## config.mk

```make
export PLATFORM = sky130hd
export DESIGN_NAME = particle_sensor_frame_parser_unit
export DESIGN_NICKNAME = d
export VERILOG_FILES = /design/src/design/psfp_pkg.sv /design/src/design/psfp_ram.sv /design/src/design/psfp_parser.sv /design/src/design/psfp_emitter.sv /design/src/design/particle_sensor_frame_parser_unit.sv
export VERILOG_INCLUDE_DIRS = /design/src /design/src/design
export SDC_FILE = /design/constraint.sdc
export NUM_CORES = 1
export LEC_CHECK = 0
export BUFFER_PORTS_ARGS = -buffer_cell sky130_fd_sc_hd__buf_2
export CAP_MARGIN = 0
export CORE_MARGIN = 4
export CORE_UTILIZATION = 55
export CTS_CLUSTER_DIAMETER = 200
export CTS_CLUSTER_SIZE = 40
export DETAILED_ROUTE_END_ITERATION = 8
export GPL_TIMING_DRIVEN = 0
export PLACE_DENSITY = 0.71
export SYNTH_ARGS = -nofsm -noshare
export SYNTH_HDL_FRONTEND = slang
export SYNTH_SLANG_ARGS = --single-unit
```

## constraint.sdc

```tcl
create_clock -name clk -period 15.5 [get_ports clk]
set_input_delay 0 -clock clk [delete_from_list [all_inputs] [get_ports clk]]
set_output_delay 0 -clock clk [all_outputs]
set_load 0.02 [all_outputs]
```

## src/design/particle_sensor_frame_parser_unit_macros.svh

```systemverilog
// Assertion macros for the particulate sensor frame parser.
// Each macro expects a clock named clk and a reset named rst in scope.
`ifndef PARTICLE_SENSOR_FRAME_PARSER_UNIT_MACROS_SVH
`define PARTICLE_SENSOR_FRAME_PARSER_UNIT_MACROS_SVH

// Consequent must hold in the same cycle as the antecedent.
`define PSFP_ASSERT_NOW(label, ante, cons, msg) \
  label: assert property (@(posedge clk) disable iff (rst) (ante) |-> (cons)) \
    else $error(msg);

// Consequent must hold in the cycle after the antecedent.
`define PSFP_ASSERT_NEXT(label, ante, cons, msg) \
  label: assert property (@(posedge clk) disable iff (rst) (ante) |=> (cons)) \
    else $error(msg);

`endif

```

## src/design/psfp_pkg.sv

```systemverilog
// Shared types, constants and helper functions of the particulate sensor frame parser.
// No dependencies; used by the parser, emitter and top level.
package psfp_pkg;

  localparam logic [7:0] START_A = 8'h42;
  localparam logic [7:0] START_B = 8'h4D;

  localparam logic [15:0] LEN_SHORT = 16'(2 * 9 + 2);
  localparam logic [15:0] LEN_LONG  = 16'(2 * 13 + 2);

  // Frame positions: payload starts after start pair and length; checksum follows payload.
  localparam logic [4:0] PAYLOAD_POS    = 5'd4;
  localparam logic [4:0] CKS_POS_SHORT  = 5'(2 * 9 + 2 + 2);
  localparam logic [4:0] CKS_POS_LONG   = 5'(2 * 13 + 2 + 2);

  localparam int PAIR_IDX_W = 4;
  localparam int SEQ_W      = 4;
  localparam int PROD_W     = 33;

  // Result word codes that differ from a plain payload pair.
  localparam logic [SEQ_W-1:0] WORD_HCHO  = 4'd12;
  localparam logic [SEQ_W-1:0] WORD_TEMP  = 4'd13;
  localparam logic [SEQ_W-1:0] WORD_HUMID = 4'd14;

  // Payload pairs that feed the derived words.
  localparam logic [PAIR_IDX_W-1:0] PAIR_TEMP  = 4'd10;
  localparam logic [PAIR_IDX_W-1:0] PAIR_HUMID = 4'd11;
  localparam logic [PAIR_IDX_W-1:0] PAIR_HCHO  = 4'd12;
  // Pairs from here up are read again late in a run.
  localparam logic [PAIR_IDX_W-1:0] REREAD_FIRST = PAIR_TEMP;

  // Truncating division by reciprocal multiply, exact for 16-bit operands.
  localparam logic [16:0] MUL_PLAIN    = 17'd1;
  localparam logic [16:0] DIV10_MUL    = 17'd52429;
  localparam int          DIV10_SHIFT  = 19;
  localparam logic [16:0] DIV1000_MUL  = 17'd67109;
  localparam int          DIV1000_SHIFT = 26;

  typedef struct packed {
    logic                  en;
    logic                  odd;
    logic [PAIR_IDX_W-1:0] pair;
    logic [7:0]            data;
  } psfp_wr_t;

  typedef struct packed {
    logic             active;
    logic [SEQ_W-1:0] seq;
  } psfp_stat_t;

  function automatic logic [PAIR_IDX_W-1:0] seq_pair(input logic [SEQ_W-1:0] seq);
    logic [PAIR_IDX_W-1:0] p;
    case (seq)
      WORD_HCHO:  p = PAIR_HCHO;
      WORD_TEMP:  p = PAIR_TEMP;
      WORD_HUMID: p = PAIR_HUMID;
      default:    p = PAIR_IDX_W'(seq);
    endcase
    return p;
  endfunction

  function automatic logic [16:0] seq_mul(input logic [SEQ_W-1:0] seq);
    logic [16:0] m;
    case (seq)
      WORD_HCHO:  m = DIV1000_MUL;
      WORD_TEMP:  m = DIV10_MUL;
      WORD_HUMID: m = DIV10_MUL;
      default:    m = MUL_PLAIN;
    endcase
    return m;
  endfunction

endpackage

```

## src/design/psfp_ram.sv

```systemverilog
// Generic single-write, single-read synchronous RAM with registered read data.
// No dependencies.
module psfp_ram #(
  parameter int WIDTH = 8,
  parameter int DEPTH = 16
) (
  input  logic                                clk,
  input  logic                                we,
  input  logic [(DEPTH > 1 ? $clog2(DEPTH) : 1)-1:0] waddr,
  input  logic [WIDTH-1:0]                    wdata,
  input  logic                                re,
  input  logic [(DEPTH > 1 ? $clog2(DEPTH) : 1)-1:0] raddr,
  output logic [WIDTH-1:0]                    rdata
);

  logic [WIDTH-1:0] mem [DEPTH];

  always_ff @(posedge clk) begin
    if (we) begin
      mem[waddr] <= wdata;
    end
    if (re) begin
      rdata <= mem[raddr];
    end
  end

endmodule

```

## src/design/psfp_parser.sv

```systemverilog
// Byte-level frame tracker: start pair, length, payload writes and checksum check.
// Depends on psfp_pkg; drives the payload store write port and the run start pulse.
module psfp_parser #(
  parameter int PAYLOAD_BYTES = 26
) (
  input  logic                 clk,
  input  logic                 rst,
  input  logic                 rx_valid,
  input  logic [7:0]           rx_byte,
  output logic                 rx_ready,
  input  psfp_pkg::psfp_stat_t stat,
  output psfp_pkg::psfp_wr_t   wr,
  output logic                 start
);

  logic [4:0]  pos;
  logic        len_long;
  logic [7:0]  len_hi;
  logic [15:0] running_sum;
  logic [7:0]  rsum_hi;

  logic        accept;
  logic [4:0]  cks_hi;
  logic [4:0]  cks_lo;
  logic [4:0]  idx;
  logic        in_body;
  logic        is_cks_hi;
  logic        is_final;
  logic        is_payload;
  logic        storable;
  logic        wr_blocked;
  logic [15:0] flen;
  logic [15:0] sum_add;

  always_comb begin
    cks_hi     = len_long ? psfp_pkg::CKS_POS_LONG : psfp_pkg::CKS_POS_SHORT;
    cks_lo     = cks_hi + 5'd1;
    idx        = pos - psfp_pkg::PAYLOAD_POS;
    in_body    = pos >= psfp_pkg::PAYLOAD_POS;
    is_cks_hi  = in_body && (pos == cks_hi);
    is_final   = in_body && (pos == cks_lo);
    is_payload = in_body && !is_cks_hi && !is_final;
    storable   = {1'b0, idx} < 6'(PAYLOAD_BYTES);
    // A new payload byte may not overwrite a pair the running burst has yet to read.
    wr_blocked = is_payload && storable &&
                 ((idx[4:1] >= stat.seq) || (idx[4:1] >= psfp_pkg::REREAD_FIRST));
    rx_ready   = !(stat.active && (wr_blocked || is_final));
    accept     = rx_valid && rx_ready;
    flen       = {len_hi, rx_byte};
    sum_add    = running_sum + {8'd0, rx_byte};

    wr.en      = accept && is_payload && storable;
    wr.odd     = idx[0];
    wr.pair    = idx[4:1];
    wr.data    = rx_byte;
    start      = accept && is_final && (running_sum == {rsum_hi, rx_byte});
  end

  always_ff @(posedge clk) begin
    if (rst) begin
      pos         <= '0;
      len_long    <= 1'b0;
      len_hi      <= '0;
      running_sum <= '0;
      rsum_hi     <= '0;
    end else if (accept) begin
      case (pos)
        5'd0: begin
          if (rx_byte == psfp_pkg::START_A) begin
            running_sum <= {8'd0, rx_byte};
            pos         <= 5'd1;
          end
        end
        5'd1: begin
          if (rx_byte == psfp_pkg::START_B) begin
            running_sum <= sum_add;
            pos         <= 5'd2;
          end else begin
            pos <= 5'd0;
          end
        end
        5'd2: begin
          running_sum <= sum_add;
          len_hi      <= rx_byte;
          pos         <= 5'd3;
        end
        5'd3: begin
          if (flen == psfp_pkg::LEN_SHORT || flen == psfp_pkg::LEN_LONG) begin
            len_long    <= (flen == psfp_pkg::LEN_LONG);
            running_sum <= sum_add;
            pos         <= 5'd4;
          end else begin
            pos <= 5'd0;
          end
        end
        default: begin
          if (is_cks_hi) begin
            rsum_hi <= rx_byte;
            pos     <= pos + 5'd1;
          end else if (is_final) begin
            pos <= 5'd0;
          end else begin
            running_sum <= sum_add;
            pos         <= pos + 5'd1;
          end
        end
      endcase
    end
  end

endmodule

```

## src/design/psfp_emitter.sv

```systemverilog
// Payload store (even and odd byte RAMs with reset-valid bits) and the result word pipeline.
// Depends on psfp_pkg, psfp_ram and the assertion macro header.
`include "particle_sensor_frame_parser_unit_macros.svh"

module psfp_emitter #(
  parameter int PAYLOAD_BYTES = 26
) (
  input  logic                 clk,
  input  logic                 rst,
  input  psfp_pkg::psfp_wr_t   wr,
  input  logic                 start,
  output psfp_pkg::psfp_stat_t stat,
  output logic                 word_valid,
  input  logic                 word_ready,
  output logic [3:0]           word_select,
  output logic [15:0]          word_value,
  output logic                 last_word
);

  localparam int PAIR_DEPTH = (PAYLOAD_BYTES + 1) / 2;
  localparam int AW = (PAIR_DEPTH > 1) ? $clog2(PAIR_DEPTH) : 1;

  logic                       active;
  logic [psfp_pkg::SEQ_W-1:0] seq;
  logic [PAIR_DEPTH-1:0]      vld_even;
  logic [PAIR_DEPTH-1:0]      vld_odd;

  logic                       adv;
  logic                       issue;
  logic [AW-1:0]              waddr;
  logic [AW-1:0]              raddr;
  logic                       we_even;
  logic                       we_odd;
  logic [7:0]                 q_even;
  logic [7:0]                 q_odd;
  logic [15:0]                pair_val;

  logic                       s1_v;
  logic [psfp_pkg::SEQ_W-1:0] s1_sel;
  logic                       s1_ve;
  logic                       s1_vo;
  logic                       s2_v;
  logic [psfp_pkg::SEQ_W-1:0] s2_sel;
  logic [psfp_pkg::PROD_W-1:0] s2_prod;

  assign stat.active = active;
  assign stat.seq    = seq;

  assign adv      = !word_valid || word_ready;
  assign issue    = active && adv;
  assign waddr    = AW'(wr.pair);
  assign raddr    = AW'(psfp_pkg::seq_pair(seq));
  assign we_even  = wr.en && !wr.odd;
  assign we_odd   = wr.en && wr.odd;
  assign pair_val = {s1_ve ? q_even : 8'd0, s1_vo ? q_odd : 8'd0};

  psfp_ram #(.WIDTH(8), .DEPTH(PAIR_DEPTH)) u_ram_even (
    .clk   (clk),
    .we    (we_even),
    .waddr (waddr),
    .wdata (wr.data),
    .re    (issue),
    .raddr (raddr),
    .rdata (q_even)
  );

  psfp_ram #(.WIDTH(8), .DEPTH(PAIR_DEPTH)) u_ram_odd (
    .clk   (clk),
    .we    (we_odd),
    .waddr (waddr),
    .wdata (wr.data),
    .re    (issue),
    .raddr (raddr),
    .rdata (q_odd)
  );

  // Run sequencer and valid bits; an entry never written reads as zero.
  always_ff @(posedge clk) begin
    if (rst) begin
      active   <= 1'b0;
      seq      <= '0;
      vld_even <= '0;
      vld_odd  <= '0;
    end else begin
      if (we_even) begin
        vld_even[waddr] <= 1'b1;
      end
      if (we_odd) begin
        vld_odd[waddr] <= 1'b1;
      end
      if (start) begin
        active <= 1'b1;
        seq    <= '0;
      end else if (issue) begin
        seq <= seq + psfp_pkg::SEQ_W'(1);
        if (seq == psfp_pkg::WORD_HUMID) begin
          active <= 1'b0;
        end
      end
    end
  end

  always_ff @(posedge clk) begin
    if (rst) begin
      s1_v       <= 1'b0;
      s2_v       <= 1'b0;
      word_valid <= 1'b0;
    end else if (adv) begin
      s1_v       <= issue;
      s2_v       <= s1_v;
      word_valid <= s2_v;
    end
  end

  always_ff @(posedge clk) begin
    if (issue) begin
      s1_sel <= seq;
      s1_ve  <= vld_even[raddr];
      s1_vo  <= vld_odd[raddr];
    end
    if (adv) begin
      s2_sel      <= s1_sel;
      s2_prod     <= {17'd0, pair_val} * {16'd0, psfp_pkg::seq_mul(s1_sel)};
      word_select <= s2_sel;
      last_word   <= (s2_sel == psfp_pkg::WORD_HUMID);
      case (s2_sel)
        psfp_pkg::WORD_HCHO:  word_value <= 16'(s2_prod >> psfp_pkg::DIV1000_SHIFT);
        psfp_pkg::WORD_TEMP:  word_value <= 16'(s2_prod >> psfp_pkg::DIV10_SHIFT);
        psfp_pkg::WORD_HUMID: word_value <= 16'(s2_prod >> psfp_pkg::DIV10_SHIFT);
        default:              word_value <= s2_prod[15:0];
      endcase
    end
  end

  `PSFP_ASSERT_NOW(a_start_when_idle, start, !active, "run started while a run is active")
  `PSFP_ASSERT_NEXT(a_run_ends, issue && (seq == psfp_pkg::WORD_HUMID), !active, "run did not end")
  `PSFP_ASSERT_NOW(a_seq_bound, active, seq <= psfp_pkg::WORD_HUMID, "read sequence overran")
  `PSFP_ASSERT_NOW(a_last_tag, word_valid && last_word, word_select == psfp_pkg::WORD_HUMID, "last flag on wrong word")

endmodule

```

## src/design/particle_sensor_frame_parser_unit.sv

```systemverilog
// Top level of the particulate sensor serial frame parser.
// Depends on psfp_pkg, psfp_parser, psfp_emitter (which holds the psfp_ram payload store).
//
// Usage: serial bytes enter on the rx channel (rx_valid, rx_ready, rx_byte), one word per
// accepted handshake. The parser hunts for the start pair 0x42 0x4D, checks the big-endian
// length (20 or 28), stores the payload and compares the 16-bit running sum with the frame
// checksum. On a match, 15 result words leave on the word channel (word_valid, word_ready,
// word_select, word_value, last_word), codes 0 to 14 in order, last_word set on code 14.
// A bad header or checksum produces no words.
// Once the final checksum byte is accepted a run starts; each word passes the RAM read,
// product and output registers; words move one per cycle while word_ready stays high.
// Throughput: one byte per cycle. The payload store is a pair of byte-wide RAMs with one
// read port, read once per result word; a payload byte waits while its pair is still
// due to be read by the burst in progress, and the final checksum byte of a following
// frame waits until the burst has issued all its reads.
// Reset (rst, synchronous) returns the parser to hunting and marks every payload entry
// as zero through per-entry valid bits; no clearing pass is needed.
// When the receiver stalls, the result pipeline holds in place; bytes keep being accepted
// until a payload write would reach a pair not yet read.
module particle_sensor_frame_parser_unit #(
  parameter int PAYLOAD_BYTES = 26
) (
  input  logic        clk,
  input  logic        rst,
  input  logic        rx_valid,
  output logic        rx_ready,
  input  logic [7:0]  rx_byte,
  output logic        word_valid,
  input  logic        word_ready,
  output logic [3:0]  word_select,
  output logic [15:0] word_value,
  output logic        last_word
);

  // Write port of the payload store, run status and run start travel between the halves.
  psfp_pkg::psfp_wr_t   wr;
  psfp_pkg::psfp_stat_t stat;
  logic                 start;

  psfp_parser #(.PAYLOAD_BYTES(PAYLOAD_BYTES)) u_parser (
    .clk      (clk),
    .rst      (rst),
    .rx_valid (rx_valid),
    .rx_byte  (rx_byte),
    .rx_ready (rx_ready),
    .stat     (stat),
    .wr       (wr),
    .start    (start)
  );

  psfp_emitter #(.PAYLOAD_BYTES(PAYLOAD_BYTES)) u_emitter (
    .clk         (clk),
    .rst         (rst),
    .wr          (wr),
    .start       (start),
    .stat        (stat),
    .word_valid  (word_valid),
    .word_ready  (word_ready),
    .word_select (word_select),
    .word_value  (word_value),
    .last_word   (last_word)
  );

endmodule

```

==> results of run 1 <==
## kinds of logic after synthesis
kind of cell | synth area share (%)
DFF | 46.31
muxes | 2.897
xor gates and xnor gates | 1.901
adders and majority gates | 22.24
and+or+nand+nor | 11.84
buffers and inverters | 6.305
AOI/OAI and AO/OA | 8.501
## layer usage
layer,up-vias,track usage [%],routed length (um)
met3,73,1.742,2583
met5,-,0,0
met2,460,44.47,26410
met1,7111,32.17,21170
li1,6810,-,-
met4,0,6.226,1461
## how the worst max path moves through the flow
stage	cells after the start	slack, ns	end
final	22	7.62	u_emitter.s2_prod[29]
after global routing	22	7.32	u_emitter.s2_prod[29]
after CTS	22	7.65	u_emitter.s2_prod[29]
after detailed placement	22	7.70	u_emitter.s2_prod[29]
after global placement	22	7.84	u_emitter.s2_prod[29]
after floorplan	23	9.02	u_emitter.s2_prod[29]
## sequential cells by signal, indices dropped and copies added, names as in the netlist, 4 cells and up
register and count:
u_emitter.u_ram_odd.mem 104, u_emitter.vld_even 13, u_emitter.u_ram_odd.rdata 8, u_emitter.vld_odd 13, u_emitter.word_select 4, u_emitter.s2_prod 30
u_emitter.u_ram_even.rdata 8, u_parser.len_hi 8, u_emitter.word_value 16, u_parser.running_sum 16, u_parser.pos 5, u_emitter.seq 4
u_emitter.s2_sel 4, u_parser.rsum_hi 8, u_emitter.u_ram_even.mem 104, u_emitter.s1_sel 4
## final cells by class
cell class,count,area [um^2]
Clock buffer,18,322.8
Sequential cell,357,10000
Tap cell,518,648.1
Buffer,71,284.0
Fill cell,3266,15910
Clock inverter,2,46.29
Timing Repair Buffer,37,205.2
Multi-Input combinational cell,1244,10240
Inverter,288,1081
## layout by cell type, fill, tap and decap left out, types with 15 or more instances in the layout
| cell type | count |
|---|---|
| nand2_1 | 312 |
| inv_1 | 286 |
| edfxtp_1 | 285 |
| ha_1 | 179 |
| fa_1 | 128 |
| nor2_1 | 104 |
| dfxtp_1 | 72 |
| a31oi_1 | 54 |
| clkbuf_1 | 53 |
| a21oi_1 | 53 |
| and3_1 | 53 |
| buf_2 | 45 |
| xnor2_1 | 32 |
| nor3_1 | 32 |
| o22ai_1 | 27 |
| o21ai_0 | 24 |
| mux2i_1 | 22 |
| a21o_1 | 19 |
| mux4_2 | 18 |
| nand3_1 | 15 |
## critical path, stage by stage (launching register included)
cell and delay, ns:
edfxtp_1 0.48, nand2_1 0.12, a21o_1 0.26, nor2_1 0.63, nand2_1 0.31, inv_1 0.27
fa_1 0.45, inv_1 0.09, fa_1 0.46, fa_1 0.52, inv_1 0.05, fa_1 0.47
fa_1 0.54, inv_1 0.06, fa_1 0.54, inv_1 0.04, ha_1 0.36, a21o_1 0.20
a21oi_1 0.31, a211oi_1 0.13, a2111oi_1 0.87, o41ai_1 0.23, xor2_1 0.22
## metrics by stage
step	area (um^2)	instances
2_1_floorplan	21590	1960
3_3_place_gp	22410	2512
3_5_place_dp	22410	2512
4_1_cts	22800	2534
5_1_grt	22830	2535
6_report	22830	2535
## power by group through the flow
stage / registers (mW) / logic [mW] / clock network (mW)
floorplan: 1.05 / 0.0385 / 0
global placement: 1.05 / 0.0637 / 0
detailed placement: 1.05 / 0.0651 / 0
CTS: 1.03 / 0.0658 / 0.448
global route: 1.03 / 0.0729 / 0.477
finish: 1.03 / 0.0663 / 0.441
==> results.py, run 1 <==
metrics = {
    "run_status": {
        "status": "finished clean",
    },
    "clock_tree": {
        "cts_max_level": 1,
        "numCtsBuffers": 12,
        "cts-root-buf": "clkbuf_16",
        "clk_pin_slew_ns": 0.15,
        "cts_tree": "done",
        "clk_latency_ns": 0.54,
        "cts.repair.resized": 0,
        "post-cts-setup-buffers": 0,
        "ctsHoldBuffers": 2,
        "cts.path.max_buffers": 3,
        "clkSinkCount": 357,
    },
    "pwr": {
        "pwr-share-comb_pct": 4.3,
        "p_int_mw": 1.217,
        "total_power_mw": 1.541,
        "pwr-share-clk_pct": 28.6,
        "p_seq_share_pct": 67.1,
        "swShare_pct": 21.00,
        "p_leak_nw": 10.05,
        "ir_drop_v": 0.00008822,
        "power_switching_uw": 323.6,
        "power_density_mw_per_mm2": 67.51,
    },
    "logic_synthesis": {
        "ys_seq_area_share_pct": 46.31,
        "ys_seq_elements": 357,
        "syn_area_per_cell_um2": 11.02,
        "syn_nets": 2279,
        "synth_common_cells": "nand2_1, inv_1, edfxtp_1, ha_1, fa_1",
        "ys.flop_type": "edfxtp_1",
        "synthCells": 1960,
        "synth.cell_area_mm2": 0.02159,
        "synth-edff-count": 285,
        "synthArstFlopShare_pct": 0,
        "yosysUniqueCellTypes": 72,
        "yosysMostFrequentCell": "nand2_1",
        "synth_top_area_share_pct": 39.64,
        "yosys.area.top_type": "edfxtp_1",
        "synth.area.top_cells": "edfxtp_1, fa_1, ha_1",
        "ys_warn_count": 0,
    },
    "floorplanning": {
        "core_area_mm2": 0.03874,
        "ios": 35,
        "initial_core_util_pct": 55.74,
        "die_w_um": 206.1,
        "dieArea_mm2": 0.04249,
        "rows": 72,
        "dieHeight_um": 206.1,
    },
    "setup_path": {
        "setup.worst_path.end_class": "flip-flop",
        "path_max_fanout": 9,
        "worstPathArrival_ns": 8.13,
        "cp.required_ns": 15.75,
        "reg2reg_slack_ns": 7.62,
        "timing.rr.start": "u_emitter.s1_sel[2]",
        "rr_worst_depth": 22,
        "r2r-end": "u_emitter.s2_prod[29]",
        "worstSetupPathType": "flip-flop to flip-flop",
        "start_kind": "flip-flop",
        "cp-startpoint": "u_emitter.s1_sel[2]",
    },
    "route": {
        "drt_drc_violations_left": 0,
        "vias_per_cell": 5.702,
        "wl_um": 51630,
        "antenna_left": 0,
        "dr.first_iter.drc_count": 1208,
        "first_pass_iters": 5,
        "wl_per_cell_um": 20.36,
        "via_count": 14450,
    },
    "min_path": {
        "hold_start": "rx_byte[7]",
        "hp-class": "input pin to flip-flop",
        "hold_path_end": "u_emitter.u_ram_odd.mem[1][7]",
        "hold_depth": 1,
    },
    "sta": {
        "tns_ns": 0,
        "maxSlewViolCount": 0,
        "timing.slew.headroom_pct": 11.45,
        "max_freq_mhz": 126.9,
        "skew_ns": 0.03815,
        "finalCriticalPeriod_ns": 7.881,
        "fin_ws_ns": 7.619,
        "period_share_pct": 50.85,
        "hold_viol_final": 0,
        "setup_viol": 0,
        "hold_ws_ns": 0.03859,
        "max_slew.worst_pin.slew_ns": 1.318,
        "rsz0062_at_grt": "false",
    },
    "placement": {
        "port_buffers": 34,
        "gp_congestion": 0.9423,
        "pre_cts_ws_ns": 7.697,
        "hpwl_um": 39210,
    },
    "layout": {
        "drive_above_1_share_pct": 4.809,
        "area_growth_pct": 5.725,
        "nNetsFinal": 2330,
        "final_core_util_pct": 58.93,
        "diodes": 0,
    },
    "global_route": {
        "overflow": 0,
        "grt_pass1_vias": 14570,
        "antenna_found_initial": 0,
        "grt_max_degree": 62,
        "grt_pass1_wl_um": 81050,
        "track_usage_pct": 24.50,
    },
    "run": {
        "maxCapViolCount": 0,
    },
}
Power figures use the tool's default switching activity.
==> run 2: changes to the inputs <==
--- a/config.mk
+++ b/config.mk
@@ -14,7 +14,7 @@
 export CTS_CLUSTER_SIZE = 40
 export DETAILED_ROUTE_END_ITERATION = 8
 export GPL_TIMING_DRIVEN = 0
-export PLACE_DENSITY = 0.71
+export PLACE_DENSITY = 0.74
 export SYNTH_ARGS = -nofsm -noshare
 export SYNTH_HDL_FRONTEND = slang
 export SYNTH_SLANG_ARGS = --single-unit
==> constraint.sdc (replaced) <==
create_clock -name clk -period 7 [get_ports clk]
set_input_delay 0 -clock clk [delete_from_list [all_inputs] [get_ports clk]]
set_output_delay 0 -clock clk [all_outputs]
set_load 0.02 [all_outputs]
==> run 2 against run 1 <==
Compared with the run above: cell count rose by 0.39%; critical endpoint unchanged; global-route usage is 0.19 points lower; via count rose by 0.13%; largest power group unchanged.
==> results.py, run 2 (synthesized netlist as in run 1, its figures left out) <==
metrics = {
    "route": {
        "antenna_left": 0,
        "wl_um": 51060,
        "dr.first_iter.drc_count": 1105,
        "via_count": 14470,
        "vias_per_cell": 5.687,
        "drt_drc_violations_left": 0,
        "wl_per_cell_um": 20.06,
        "first_pass_iters": 7,
    },
    "clock_tree": {
        "numCtsBuffers": 12,
        "cts-root-buf": "clkbuf_16",
        "cts_tree": "done",
        "cts_max_level": 1,
        "cts.path.max_buffers": 3,
        "clkSinkCount": 357,
        "clk_pin_slew_ns": 0.14,
        "clk_latency_ns": 0.54,
    },
    "setup_path": {
        "worstPathArrival_ns": 6.95,
        "start_kind": "flip-flop",
        "slowest_stage": "fa_1",
        "r2r-end": "u_emitter.s2_prod[29]",
        "critical_path.max_stage_delay_ns": 0.56,
        "setup.worst_path.end_class": "flip-flop",
        "reg2reg_slack_ns": 0.32,
        "timing.rr.start": "u_emitter.s1_sel[1]",
        "worstSetupPathType": "flip-flop to flip-flop",
        "cp.required_ns": 7.27,
        "rr_worst_depth": 25,
        "path_max_fanout": 4,
    },
    "layout": {
        "drive_above_1_share_pct": 5.972,
        "fin_cells": 2545,
        "fillerInstances": 3223,
        "area_growth_pct": 6.183,
        "final_common_cell": "nand2_1",
        "top_regs": "u_emitter.u_ram_even.mem (104), u_emitter.u_ram_odd.mem (104), u_emitter.s2_prod (30)",
        "final_cell_mix": "nand2_1, inv_1, edfxtp_1",
        "nNetsFinal": 2339,
    },
    "placement": {
        "dp.cells": 2512,
        "hpwl_um": 38900,
        "port_buffers": 34,
        "gp_congestion": 0.9357,
    },
    "global_route": {
        "grt_max_degree": 62,
        "antenna_found_initial": 0,
        "overflow": 0,
        "track_usage_pct": 24.31,
        "grt_pass1_vias": 14600,
        "grt_pass1_wl_um": 80590,
    },
    "min_path": {
        "hold_depth": 1,
        "hold_path_end": "u_emitter.u_ram_odd.mem[11][6]",
        "hold_start": "rx_byte[6]",
        "hp-class": "input pin to flip-flop",
    },
    "floorplanning": {
        "rows": 72,
        "dieHeight_um": 206.1,
        "die_w_um": 206.1,
        "core_area_mm2": 0.03874,
        "ios": 35,
        "initial_core_util_pct": 55.74,
        "dieArea_mm2": 0.04249,
    },
    "sta": {
        "max_slew.worst_pin.slew_ns": 1.301,
        "timing.slew.headroom_pct": 12.60,
        "hold_viol_final": 0,
        "maxSlewViolCount": 0,
        "rsz0062_at_grt": "false",
        "max_freq_mhz": 149.6,
        "setup_viol": 0,
        "finalCriticalPeriod_ns": 6.685,
        "period_share_pct": 95.50,
        "hold_ws_ns": 0.06742,
        "skew_ns": 0.03962,
    },
    "run_status": {
        "status": "finished clean",
    },
    "run": {
        "maxCapViolCount": 0,
    },
    "pwr": {
        "power_density_mw_per_mm2": 147.4,
        "p_leak_nw": 10.10,
        "ir_drop_v": 0.0002176,
    },
}
-- run 2: report_power, final --
part,switching [mW],internal (mW),total [mW],leakage [nW]
clock network,0.611,0.333,0.944,0.166
logic,0.105,0.0428,0.147,6.66
registers,0.00504,2.28,2.29,3.28
total,0.720,2.66,3.38,10.1
-- run 2: critical path: cells and delay by family, from the launching register on --
family | cells | cell delay [ns]
fa+ha+maj | 7 | 3.43
buf+inv | 8 | 0.75
flops | 1 | 0.45
compound gates | 6 | 1.17
simple gates | 3 | 0.47
xor+xnor | 1 | 0.15
-- run 2: how the worst max path moves through the flow --
stage	startpoint	to	slack [ns]
after global routing	u_emitter.s1_sel[2]	u_emitter.s2_prod[29]	0.04
after CTS	u_emitter.s1_sel[2]	u_emitter.s2_prod[29]	0.03
after floorplan	u_emitter.s1_sel[1]	u_emitter.s2_prod[29]	0.52
after detailed placement	u_emitter.s1_sel[2]	u_emitter.s2_prod[29]	-0.73
final	u_emitter.s1_sel[1]	u_emitter.s2_prod[29]	0.32
after global placement	u_emitter.s1_sel[2]	u_emitter.s2_prod[29]	-0.74
-- run 2: layout make-up --
type	count	area (um^2)	share of cell area [%]
inverter	288	1081	4.715
buffer	70	285.3	1.244
tap	518	648.1	2.827
antenna	1	2.502	0.01091
sequential	357	10000	43.61
clock inverter	2	21.27	0.09277
multi-input combinational	1244	10290	44.90
timing repair buffer	47	272.8	1.190
clock buffer	18	322.8	1.408
-- run 2: per-layer routing --
metal	track usage (%)	vias to the layer above	part of all wire [%]
li1	-	6818	-
met1	32.87	7042	42
met2	41.53	508	49
met3	2.652	105	6.0
met4	7.866	0	3.7
met5	0	-	0
-- run 2: metrics by stage --
step                instance area [um^2]  setup slack, ns  power (mW)  util, %  setup TNS, ns
finish                             22930           0.3150       3.380    59.19              0
floorplan                          21590           0.5172       2.420        -              0
detailed placement                 22410          -0.7290       2.480    57.86         -3.445
global placement                   22410          -0.7443       2.476    57.85         -2.983
CTS                                22850          0.03373       3.394    59.00              0
global route                       22920          0.03693       3.476    59.18              0
-- run 2: timing repair --
item / in CTS / in global routing
hold endpoints to repair: 4 / 0
gates cloned: 0 / 0
hold buffers: 2 / 0
resized for setup: 8 / 13
pin swaps: 1 / 2
setup buffers: 7 / 4
endpoints found under the setup margin: 12 / 7
